## src/hw/rtl/pccfe_pkg.sv

```systemverilog
// Shared types, constants and helper functions of the point crop and feature encoder.
`timescale 1ns / 1ps

package pccfe_pkg;

  localparam int COUNT_WIDTH = 32;
  localparam int QDEPTH      = 4;
  localparam int QPTR_W      = $clog2(QDEPTH);
  localparam int QCNT_W      = $clog2(QDEPTH + 1);

  typedef enum logic [2:0] {
    CFG_X_WINDOW        = 3'd0,
    CFG_Y_WINDOW        = 3'd1,
    CFG_Z_WINDOW        = 3'd2,
    CFG_INTENSITY_FLOOR = 3'd3,
    CFG_INTENSITY_RECIP = 3'd4,
    CFG_FEATURE_MODE    = 3'd5
  } cfg_idx_t;

  typedef struct packed {
    logic [47:0] x_window;
    logic [47:0] y_window;
    logic [47:0] z_window;
    logic [15:0] intensity_floor;
    logic [31:0] intensity_recip;
    logic [1:0]  feature_mode;
  } cfg_t;

  typedef struct packed {
    logic               frame_start;
    logic               point_valid;
    logic               core_finite;
    logic signed [23:0] pos_x;
    logic signed [23:0] pos_y;
    logic signed [23:0] pos_z;
    logic signed [15:0] intensity;
    logic signed [15:0] elongation;
    logic               elongation_finite;
    logic signed [15:0] radial_velocity;
    logic               velocity_finite;
  } in_item_t;

  typedef struct packed {
    logic               kept;
    logic signed [23:0] feat_x;
    logic signed [23:0] feat_y;
    logic signed [23:0] feat_z;
    logic signed [15:0] feat_intensity;
    logic signed [15:0] feat_fifth;
    logic [31:0]        invalid_total;
    logic [31:0]        outside_total;
    logic [31:0]        seen_total;
  } out_item_t;

  // classified point handed from the front end to the back end
  typedef struct packed {
    logic               kept;
    logic               raw_mode;
    logic [15:0]        delta;      // intensity above floor, 0 when not above
    logic signed [15:0] raw_intensity;
    logic signed [15:0] fifth;
    logic signed [23:0] x;
    logic signed [23:0] y;
    logic signed [23:0] z;
    logic [31:0]        invalid_total;
    logic [31:0]        outside_total;
    logic [31:0]        seen_total;
  } task_t;

  function automatic logic [COUNT_WIDTH-1:0] sat_inc(input logic [COUNT_WIDTH-1:0] c);
    return (c == '1) ? c : c + COUNT_WIDTH'(1);
  endfunction

  function automatic logic [31:0] total32(input logic [COUNT_WIDTH-1:0] c);
    logic [63:0] w;
    w = 64'(c);
    return (w > 64'h0000_0000_FFFF_FFFF) ? 32'hFFFF_FFFF : w[31:0];
  endfunction

  function automatic logic in_window(input logic [47:0] win, input logic signed [23:0] p);
    logic signed [23:0] lo;
    logic signed [23:0] hi;
    lo = $signed(win[23:0]);
    hi = $signed(win[47:24]);
    return (p >= lo) && (p < hi);
  endfunction

endpackage

```

## src/hw/rtl/point_cloud_crop_feature_encoder.sv

```systemverilog
// Top level of the point crop and feature encoder: config registers and the two halves.
// Path: a point accepted at a clock edge is written to the task queue, then passes the
//   multiply stage and the result register before it shows on the result ports.
// Throughput: one point per cycle while full is low and results are popped; the four-entry
//   task queue and the result register let input and output stall independently.
// Reset (synchronous, rst_n low): config registers and frame counters clear to zero,
//   queue and pipeline empty; no clearing pass.
`timescale 1ns / 1ps

module point_cloud_crop_feature_encoder (
  input  logic                  clk,
  input  logic                  rst_n,
  input  logic                  push,
  output logic                  full,
  input  pccfe_pkg::in_item_t   in_item,
  output logic                  empty,
  input  logic                  pop,
  output pccfe_pkg::out_item_t  out_item,
  input  logic                  cfg_valid,
  output logic                  cfg_ready,
  input  logic [2:0]            cfg_index,
  input  logic [47:0]           cfg_data
);

  pccfe_pkg::cfg_t  cfg_r;
  pccfe_pkg::task_t front_task, q_data;
  logic             accept, q_empty, q_rd;

  assign cfg_ready = 1'b1;
  assign accept    = push && !full;

  always_ff @(posedge clk) begin
    if (!rst_n) begin
      cfg_r <= '0;
    end else if (cfg_valid) begin
      case (cfg_index)
        pccfe_pkg::CFG_X_WINDOW:        cfg_r.x_window        <= cfg_data;
        pccfe_pkg::CFG_Y_WINDOW:        cfg_r.y_window        <= cfg_data;
        pccfe_pkg::CFG_Z_WINDOW:        cfg_r.z_window        <= cfg_data;
        pccfe_pkg::CFG_INTENSITY_FLOOR: cfg_r.intensity_floor <= cfg_data[15:0];
        pccfe_pkg::CFG_INTENSITY_RECIP: cfg_r.intensity_recip <= cfg_data[31:0];
        pccfe_pkg::CFG_FEATURE_MODE:    cfg_r.feature_mode    <= cfg_data[1:0];
        default: ;
      endcase
    end
  end

  pccfe_front u_front (
    .clk    (clk),
    .rst_n  (rst_n),
    .cfg    (cfg_r),
    .accept (accept),
    .item   (in_item),
    .task_o (front_task)
  );

  pccfe_queue u_queue (
    .clk     (clk),
    .rst_n   (rst_n),
    .wr      (accept),
    .wr_data (front_task),
    .full    (full),
    .rd      (q_rd),
    .rd_data (q_data),
    .empty   (q_empty)
  );

  pccfe_back u_back (
    .clk      (clk),
    .rst_n    (rst_n),
    .cfg      (cfg_r),
    .q_empty  (q_empty),
    .q_data   (q_data),
    .q_rd     (q_rd),
    .empty    (empty),
    .pop      (pop),
    .out_item (out_item)
  );

endmodule

```

## src/hw/rtl/pccfe_front.sv

```systemverilog
// Front end: classifies each accepted point, keeps the frame counters, builds a task.
`timescale 1ns / 1ps

module pccfe_front (
  input  logic              clk,
  input  logic              rst_n,
  input  pccfe_pkg::cfg_t   cfg,
  input  logic              accept,
  input  pccfe_pkg::in_item_t item,
  output pccfe_pkg::task_t  task_o
);

  logic [pccfe_pkg::COUNT_WIDTH-1:0] invalid_r, invalid_nxt;
  logic [pccfe_pkg::COUNT_WIDTH-1:0] outside_r, outside_nxt;
  logic [pccfe_pkg::COUNT_WIDTH-1:0] seen_r, seen_nxt;
  logic [pccfe_pkg::COUNT_WIDTH-1:0] inv_base, out_base, seen_base;
  logic                              is_invalid, is_inside, keep, raw_mode;
  logic signed [16:0]                diff;

  always_comb begin
    inv_base  = item.frame_start ? '0 : invalid_r;
    out_base  = item.frame_start ? '0 : outside_r;
    seen_base = item.frame_start ? '0 : seen_r;

    is_invalid = !item.point_valid || !item.core_finite;
    is_inside  = pccfe_pkg::in_window(cfg.x_window, item.pos_x) &&
                 pccfe_pkg::in_window(cfg.y_window, item.pos_y) &&
                 pccfe_pkg::in_window(cfg.z_window, item.pos_z);
    keep       = !is_invalid && is_inside;
    raw_mode   = cfg.feature_mode[1];

    seen_nxt    = pccfe_pkg::sat_inc(seen_base);
    invalid_nxt = is_invalid ? pccfe_pkg::sat_inc(inv_base) : inv_base;
    outside_nxt = (!is_invalid && !is_inside) ? pccfe_pkg::sat_inc(out_base) : out_base;

    diff = 17'(item.intensity) - 17'($signed(cfg.intensity_floor));

    task_o.kept          = keep;
    task_o.raw_mode      = raw_mode;
    task_o.delta         = (diff > 17'sd0) ? diff[15:0] : 16'd0;
    task_o.raw_intensity = item.intensity;
    if (!keep)
      task_o.fifth = '0;
    else if (raw_mode && item.elongation_finite)
      task_o.fifth = item.elongation;
    else if (cfg.feature_mode[0] && item.velocity_finite)
      task_o.fifth = item.radial_velocity;
    else
      task_o.fifth = '0;
    task_o.x             = keep ? item.pos_x : '0;
    task_o.y             = keep ? item.pos_y : '0;
    task_o.z             = keep ? item.pos_z : '0;
    task_o.invalid_total = pccfe_pkg::total32(invalid_nxt);
    task_o.outside_total = pccfe_pkg::total32(outside_nxt);
    task_o.seen_total    = pccfe_pkg::total32(seen_nxt);
  end

  always_ff @(posedge clk) begin
    if (!rst_n) begin
      invalid_r <= '0;
      outside_r <= '0;
      seen_r    <= '0;
    end else if (accept) begin
      invalid_r <= invalid_nxt;
      outside_r <= outside_nxt;
      seen_r    <= seen_nxt;
    end
  end

  a_seen_after_accept: assert property (@(posedge clk) disable iff (!rst_n)
    accept |=> seen_r != '0)
    else $error("seen counter zero after an accepted item");

endmodule

```

## src/hw/rtl/pccfe_queue.sv

```systemverilog
// Short task queue between the front end and the back end.
`timescale 1ns / 1ps

module pccfe_queue (
  input  logic             clk,
  input  logic             rst_n,
  input  logic             wr,
  input  pccfe_pkg::task_t wr_data,
  output logic             full,
  input  logic             rd,
  output pccfe_pkg::task_t rd_data,
  output logic             empty
);

  pccfe_pkg::task_t               mem [pccfe_pkg::QDEPTH];
  logic [pccfe_pkg::QPTR_W-1:0]   wptr_r, rptr_r;
  logic [pccfe_pkg::QCNT_W-1:0]   count_r;
  logic                           do_wr, do_rd;

  localparam logic [pccfe_pkg::QPTR_W-1:0] LAST = pccfe_pkg::QPTR_W'(pccfe_pkg::QDEPTH - 1);
  localparam logic [pccfe_pkg::QCNT_W-1:0] CAP  = pccfe_pkg::QCNT_W'(pccfe_pkg::QDEPTH);

  assign full    = (count_r == CAP);
  assign empty   = (count_r == '0);
  assign do_wr   = wr && !full;
  assign do_rd   = rd && !empty;
  assign rd_data = mem[rptr_r];

  always_ff @(posedge clk) begin
    if (do_wr) mem[wptr_r] <= wr_data;
  end

  always_ff @(posedge clk) begin
    if (!rst_n) begin
      wptr_r  <= '0;
      rptr_r  <= '0;
      count_r <= '0;
    end else begin
      if (do_wr) wptr_r <= (wptr_r == LAST) ? '0 : wptr_r + 1'b1;
      if (do_rd) rptr_r <= (rptr_r == LAST) ? '0 : rptr_r + 1'b1;
      case ({do_wr, do_rd})
        2'b10:   count_r <= count_r + 1'b1;
        2'b01:   count_r <= count_r - 1'b1;
        default: count_r <= count_r;
      endcase
    end
  end

  a_count_bound: assert property (@(posedge clk) disable iff (!rst_n)
    count_r <= CAP)
    else $error("queue count above depth");

  a_count_up: assert property (@(posedge clk) disable iff (!rst_n)
    (do_wr && !do_rd) |=> count_r == $past(count_r) + 1'b1)
    else $error("queue count did not grow on write");

endmodule

```

## src/hw/rtl/pccfe_back.sv

```systemverilog
// Back end: intensity scaling multiply, saturation and the result register.
`timescale 1ns / 1ps

module pccfe_back (
  input  logic                  clk,
  input  logic                  rst_n,
  input  pccfe_pkg::cfg_t       cfg,
  input  logic                  q_empty,
  input  pccfe_pkg::task_t      q_data,
  output logic                  q_rd,
  output logic                  empty,
  input  logic                  pop,
  output pccfe_pkg::out_item_t  out_item
);

  pccfe_pkg::task_t     s1_r;
  logic                 s1_v_r;
  logic [47:0]          prod_r;
  pccfe_pkg::out_item_t out_r, out_nxt;
  logic                 outv_r;
  logic                 adv_out, adv_s1;
  logic [15:0]          norm;

  assign adv_out = !outv_r || pop;
  assign adv_s1  = !s1_v_r || adv_out;
  assign q_rd    = adv_s1 && !q_empty;

  // product is d * recip; a kept point's scaled-mode intensity feature is product >> 16 capped at 32767
  always_comb begin
    norm = (prod_r[47:31] != '0) ? 16'h7FFF : {1'b0, prod_r[30:16]};
    out_nxt.kept           = s1_r.kept;
    out_nxt.feat_x         = s1_r.x;
    out_nxt.feat_y         = s1_r.y;
    out_nxt.feat_z         = s1_r.z;
    out_nxt.feat_intensity = !s1_r.kept ? 16'sd0 :
                             s1_r.raw_mode ? s1_r.raw_intensity : $signed(norm);
    out_nxt.feat_fifth     = s1_r.fifth;
    out_nxt.invalid_total  = s1_r.invalid_total;
    out_nxt.outside_total  = s1_r.outside_total;
    out_nxt.seen_total     = s1_r.seen_total;
  end

  always_ff @(posedge clk) begin
    if (adv_s1 && !q_empty) begin
      s1_r   <= q_data;
      prod_r <= 48'(q_data.delta) * 48'(cfg.intensity_recip);
    end
    if (adv_out && s1_v_r) out_r <= out_nxt;
  end

  always_ff @(posedge clk) begin
    if (!rst_n) begin
      s1_v_r <= 1'b0;
      outv_r <= 1'b0;
    end else begin
      if (adv_s1) s1_v_r <= !q_empty;
      if (adv_out) outv_r <= s1_v_r;
    end
  end

  assign empty    = !outv_r;
  assign out_item = out_r;

  a_s1_hold: assert property (@(posedge clk) disable iff (!rst_n)
    (s1_v_r && outv_r && !pop) |=> s1_v_r && $stable(s1_r))
    else $error("multiply stage changed while result stalled");

  a_drop_zero: assert property (@(posedge clk) disable iff (!rst_n)
    (outv_r && !out_r.kept) |-> (out_r.feat_intensity == 16'sd0 && out_r.feat_fifth == 16'sd0))
    else $error("discarded item carries nonzero features");

endmodule

```

## config.mk

```make
export PLATFORM = sky130hd
export DESIGN_NAME = point_cloud_crop_feature_encoder
export DESIGN_NICKNAME = d
export VERILOG_FILES = /design/src/hw/rtl/pccfe_pkg.sv /design/src/hw/rtl/point_cloud_crop_feature_encoder.sv /design/src/hw/rtl/pccfe_front.sv /design/src/hw/rtl/pccfe_queue.sv /design/src/hw/rtl/pccfe_back.sv
export SDC_FILE = /design/constraint.sdc
export NUM_CORES = 2
export LEC_CHECK = 0
export ABC_CLOCK_PERIOD_IN_PS = 33200
export BUFFER_PORTS_ARGS = -buffer_cell sky130_fd_sc_hd__buf_2
export CELL_PAD_IN_SITES_DETAIL_PLACEMENT = 0
export CELL_PAD_IN_SITES_GLOBAL_PLACEMENT = 2
export CORE_AREA = 5 5 425 427
export CTS_CLUSTER_SIZE = 14
export DETAILED_ROUTE_END_ITERATION = 10
export DIE_AREA = 0 0 430 432
export HOLD_SLACK_MARGIN = 0.12
export PLACE_DENSITY = 0.85
export SYNTH_ARGS = -nofsm -noshare
export SYNTH_HDL_FRONTEND = slang
export SYNTH_SLANG_ARGS = --single-unit
```

## constraint.sdc

```tcl
create_clock -name clk -period 33.2 [get_ports clk]
set_clock_uncertainty 0.1 [all_clocks]
set_input_delay 6.64 -clock clk [delete_from_list [all_inputs] [get_ports clk]]
set_output_delay 6.64 -clock clk [all_outputs]
set_load 0.02 [all_outputs]
```

==> flow_summary.yaml <==
grt:
  grt_max_degree: 202
  grt_pass1_vias: 48700
  grtUsageTotal_pct: 22.3
  grt_pass1_wl_mm: 312
  antenna_found_initial: 26
  grt_overflow_total: 0
place:
  hpwl_mm: 139
  placed_area_mm2: 0.0833
  place.gp.congestion: 0.876
  io_buffers: 383
  place_inst: 8468
  dp_slack_ps: 21090
yosys:
  synthArstFlopShare_pct: 0
  netlist_area_mm2: 0.0789
  ys_types: 83
  synth_nets: 6847
  yosysWarnings: 0
  synth_ff_type: "edfxtp_1"
  synth-seq-area-share_pct: 57.4
  synth_area_per_cell_um2: 13.2
  synth_edf_count: 1307
  synthCells: 5964
  ys_ff_latch: 1608
power:
  power_frac_comb_pct: 22.0
  p_seq_share_pct: 47.6
  power_density_mw_per_mm2: 67.0
  switching_share_pct: 30.3
  ir_drop_v: 0.0000706
  netSwitchingPower_mw: 1.80
  power.total_mw: 5.94
  power.leakage_nw: 32.7
  p_int_mw: 4.14
  clockPowerShare_pct: 30.4
timing:
  rsz0062_at_grt: "no"
  report.final.slew_viol_count: 0
  setup_ws_ps: 21890
  slew_headroom_pct: 19.6
  setup_tns_ps: 0
  setup_violations: 0
  min_period_ps: 11310
  finalCritPeriodShare_pct: 34.1
  fmax_mhz: 88.4
  timing.hold.ws_ps: 305
  worst_pin_slew_ps: 1210
  hold_violations: 0
status:
  status: "finished, final reports clean"
setup_path:
  worstPathRequired_ps: 33690
  crit_path_start_kind: "primary input"
  reg2reg_setup_slack_ps: 23420
  path_max_fanout: 53
  rr_worst_depth: 25
  arrival_ps: 11800
  cp-end-kind: "flip-flop"
  worstSetupPathType: "in -> reg"
  timing.critical_path.from: "in_item[79]"
  r2r_end: "u_back.prod_r[47]"
clock_network:
  htree_levels: 4
  cts_buffers: 162
  cts_setup_buffers: 0
  ctsResizeCount: 0
  cts_tree: "built"
  root_buffer: "clkbuf_16"
  path_clk_slew_ps: 60
  cts.path.max_buffers: 3
  cts.sinks: 1608
  insertion_delay_ps: 800
  cts_hold_buf: 0
floorplanning:
  coreArea_mm2: 0.176
  design.die.area_mm2: 0.186
  ios: 385
  dieHeight_um: 432
  start_util_pct: 44.9
  die_w_um: 430
  std_cell_rows: 154
route:
  ant_nets: 0
  vias: 47590
  drt_iter0_drc: 3588
  drtPass1Iterations: 6
  drt-wirelength-per-cell_um: 23.7
  postRouteWirelength_mm: 208
  via_per_inst: 5.43
  post-route-drc-count: 0
hold_path:
  min-delay-start: "u_back.out_nxt[180]"
  hold_depth: 0
  hold_class: "reg -> reg"
  min_to: "u_back.out_item[180]"
finish:
  areaGrowthSynthToFinish_pct: 12.3
  final_util_pct: 50.4
  stdcell_count: 8769
  drive_above_1_share_pct: 15.1
  postLayoutCellArea_mm2: 0.0886
  nets: 7175
flow_run:
  maxCapViolations: 0
==> how the worst max path moves through the flow <==
stage | depth (start not counted) | endpoint | slack [ps]
2_1_floorplan | 8 | u_queue.count_r[2] | 12390
3_3_place_gp | 14 | u_queue.mem[0][63] | 21130
3_5_place_dp | 14 | u_queue.mem[0][63] | 21090
4_1_cts | 14 | u_queue.mem[2][63] | 21930
5_1_grt | 14 | u_queue.mem[2][63] | 21570
6_report | 14 | u_queue.mem[2][63] | 21890
==> placed cells by master, fill, tap and decap left out, types with 96 or more instances in the layout <==
cell type	instances
mux4_2	218
inv_1	631
fa_1	419
and2_1	215
nand2_1	855
clkbuf_16	165
dfxtp_1	299
buf_2	382
nor2_1	211
edfxtp_1	1307
o21ai_0	96
ha_1	283
a21oi_1	319
==> sequential cells by signal, summed over array words and instances, names as in the netlist, named ones only <==
register / count
cfg_r: 194
u_back.out_item: 201
u_back.out_nxt: 185
u_back.outv_r: 1
u_back.prod_r: 32
u_back.s1_r: 17
u_back.s1_v_r: 1
u_front.invalid_r: 32
u_front.outside_r: 32
u_front.seen_r: 32
u_queue.count_r: 3
u_queue.mem: 872
u_queue.rptr_r: 2
u_queue.wptr_r: 2
==> kinds of logic after synthesis <==
family                   count (synthesis)  synth area share (%)
AO/OA/AOI/OAI                          669                  5.25
XOR/XNOR                               124                  1.38
adder cells (fa/ha/maj)                702                  15.1
buffers and inverters                  922                  4.40
flip-flops                            1608                  57.4
multiplexers                           226                  6.33
other                                    1               0.00475
AND/OR/NAND/NOR                       1712                  10.2
==> power by group through the flow <==
stage,clock network [mW],registers (mW),logic [mW]
2_1_floorplan,0,3.02,0.747
6_report,1.80,2.83,1.31
5_1_grt,1.93,2.86,1.41
3_3_place_gp,0,2.86,1.32
4_1_cts,1.84,2.84,1.33
3_5_place_dp,0,2.87,1.33
==> cell type report <==
type | count | area [um2]
Antenna cell | 9 | 22.5
Clock buffer | 202 | 4350
Clock inverter | 90 | 898
Fill cell | 15175 | 87100
Inverter | 633 | 2380
Multi-Input combinational cell | 3434 | 30200
Sequential cell | 1608 | 45300
Tap cell | 2340 | 2930
Timing Repair Buffer | 453 | 2490
==> routing by layer <==
metal / up-vias / GRT usage, % / routed length, um
li1: 21499 / - / -
met4: 0 / 7.09 / 6420
met3: 303 / 2.85 / 10700
met2: 1338 / 37.2 / 102000
met5: - / 0 / 0
met1: 24450 / 30.6 / 88300
==> synthesized netlist by cell type, types with 5 or more instances <==
cell | number | area (um2)
a211oi_1 | 11 | 82.6
a21o_1 | 88 | 661
a21oi_1 | 320 | 1600
a22oi_1 | 29 | 218
a311o_1 | 5 | 50.1
a31oi_1 | 15 | 93.8
and2_1 | 220 | 1380
and3_1 | 95 | 594
and4_1 | 8 | 70.1
buf_1 | 40 | 150
buf_2 | 6 | 30.0
clkbuf_1 | 242 | 908
dfxtp_1 | 301 | 6030
edfxtp_1 | 1307 | 39200
fa_1 | 419 | 8390
ha_1 | 283 | 3540
inv_1 | 632 | 2370
mux4_2 | 218 | 4910
nand2_1 | 855 | 3210
nand2b_1 | 14 | 87.6
nand3_1 | 53 | 265
nand3b_1 | 5 | 37.5
nand4_1 | 61 | 382
nor2_1 | 213 | 800
nor2b_1 | 48 | 300
nor3_1 | 54 | 270
nor4_1 | 12 | 75.1
o211ai_1 | 7 | 52.6
o21a_1 | 13 | 97.6
o21ai_0 | 96 | 480
o221a_2 | 16 | 180
o311ai_0 | 7 | 61.3
o31ai_1 | 9 | 67.6
or2_2 | 9 | 56.3
or3_1 | 31 | 194
or4_1 | 8 | 60.1
xnor2_1 | 80 | 701
xor2_1 | 44 | 385
==> worst max-delay path, stage by stage <==
cell and delay [ps]:
buf_2 120, ha_1 310, a21o_1 170, a21o_1 170, a2111oi_0 410, o31ai_1 140, a31oi_1 400, o311a_1 220
o211ai_2 160, nor4_4 930, buf_4 700, or4b_1 880, or4_1 260, xor2_1 260
No activity file was read; power rests on OpenSTA's default activity.
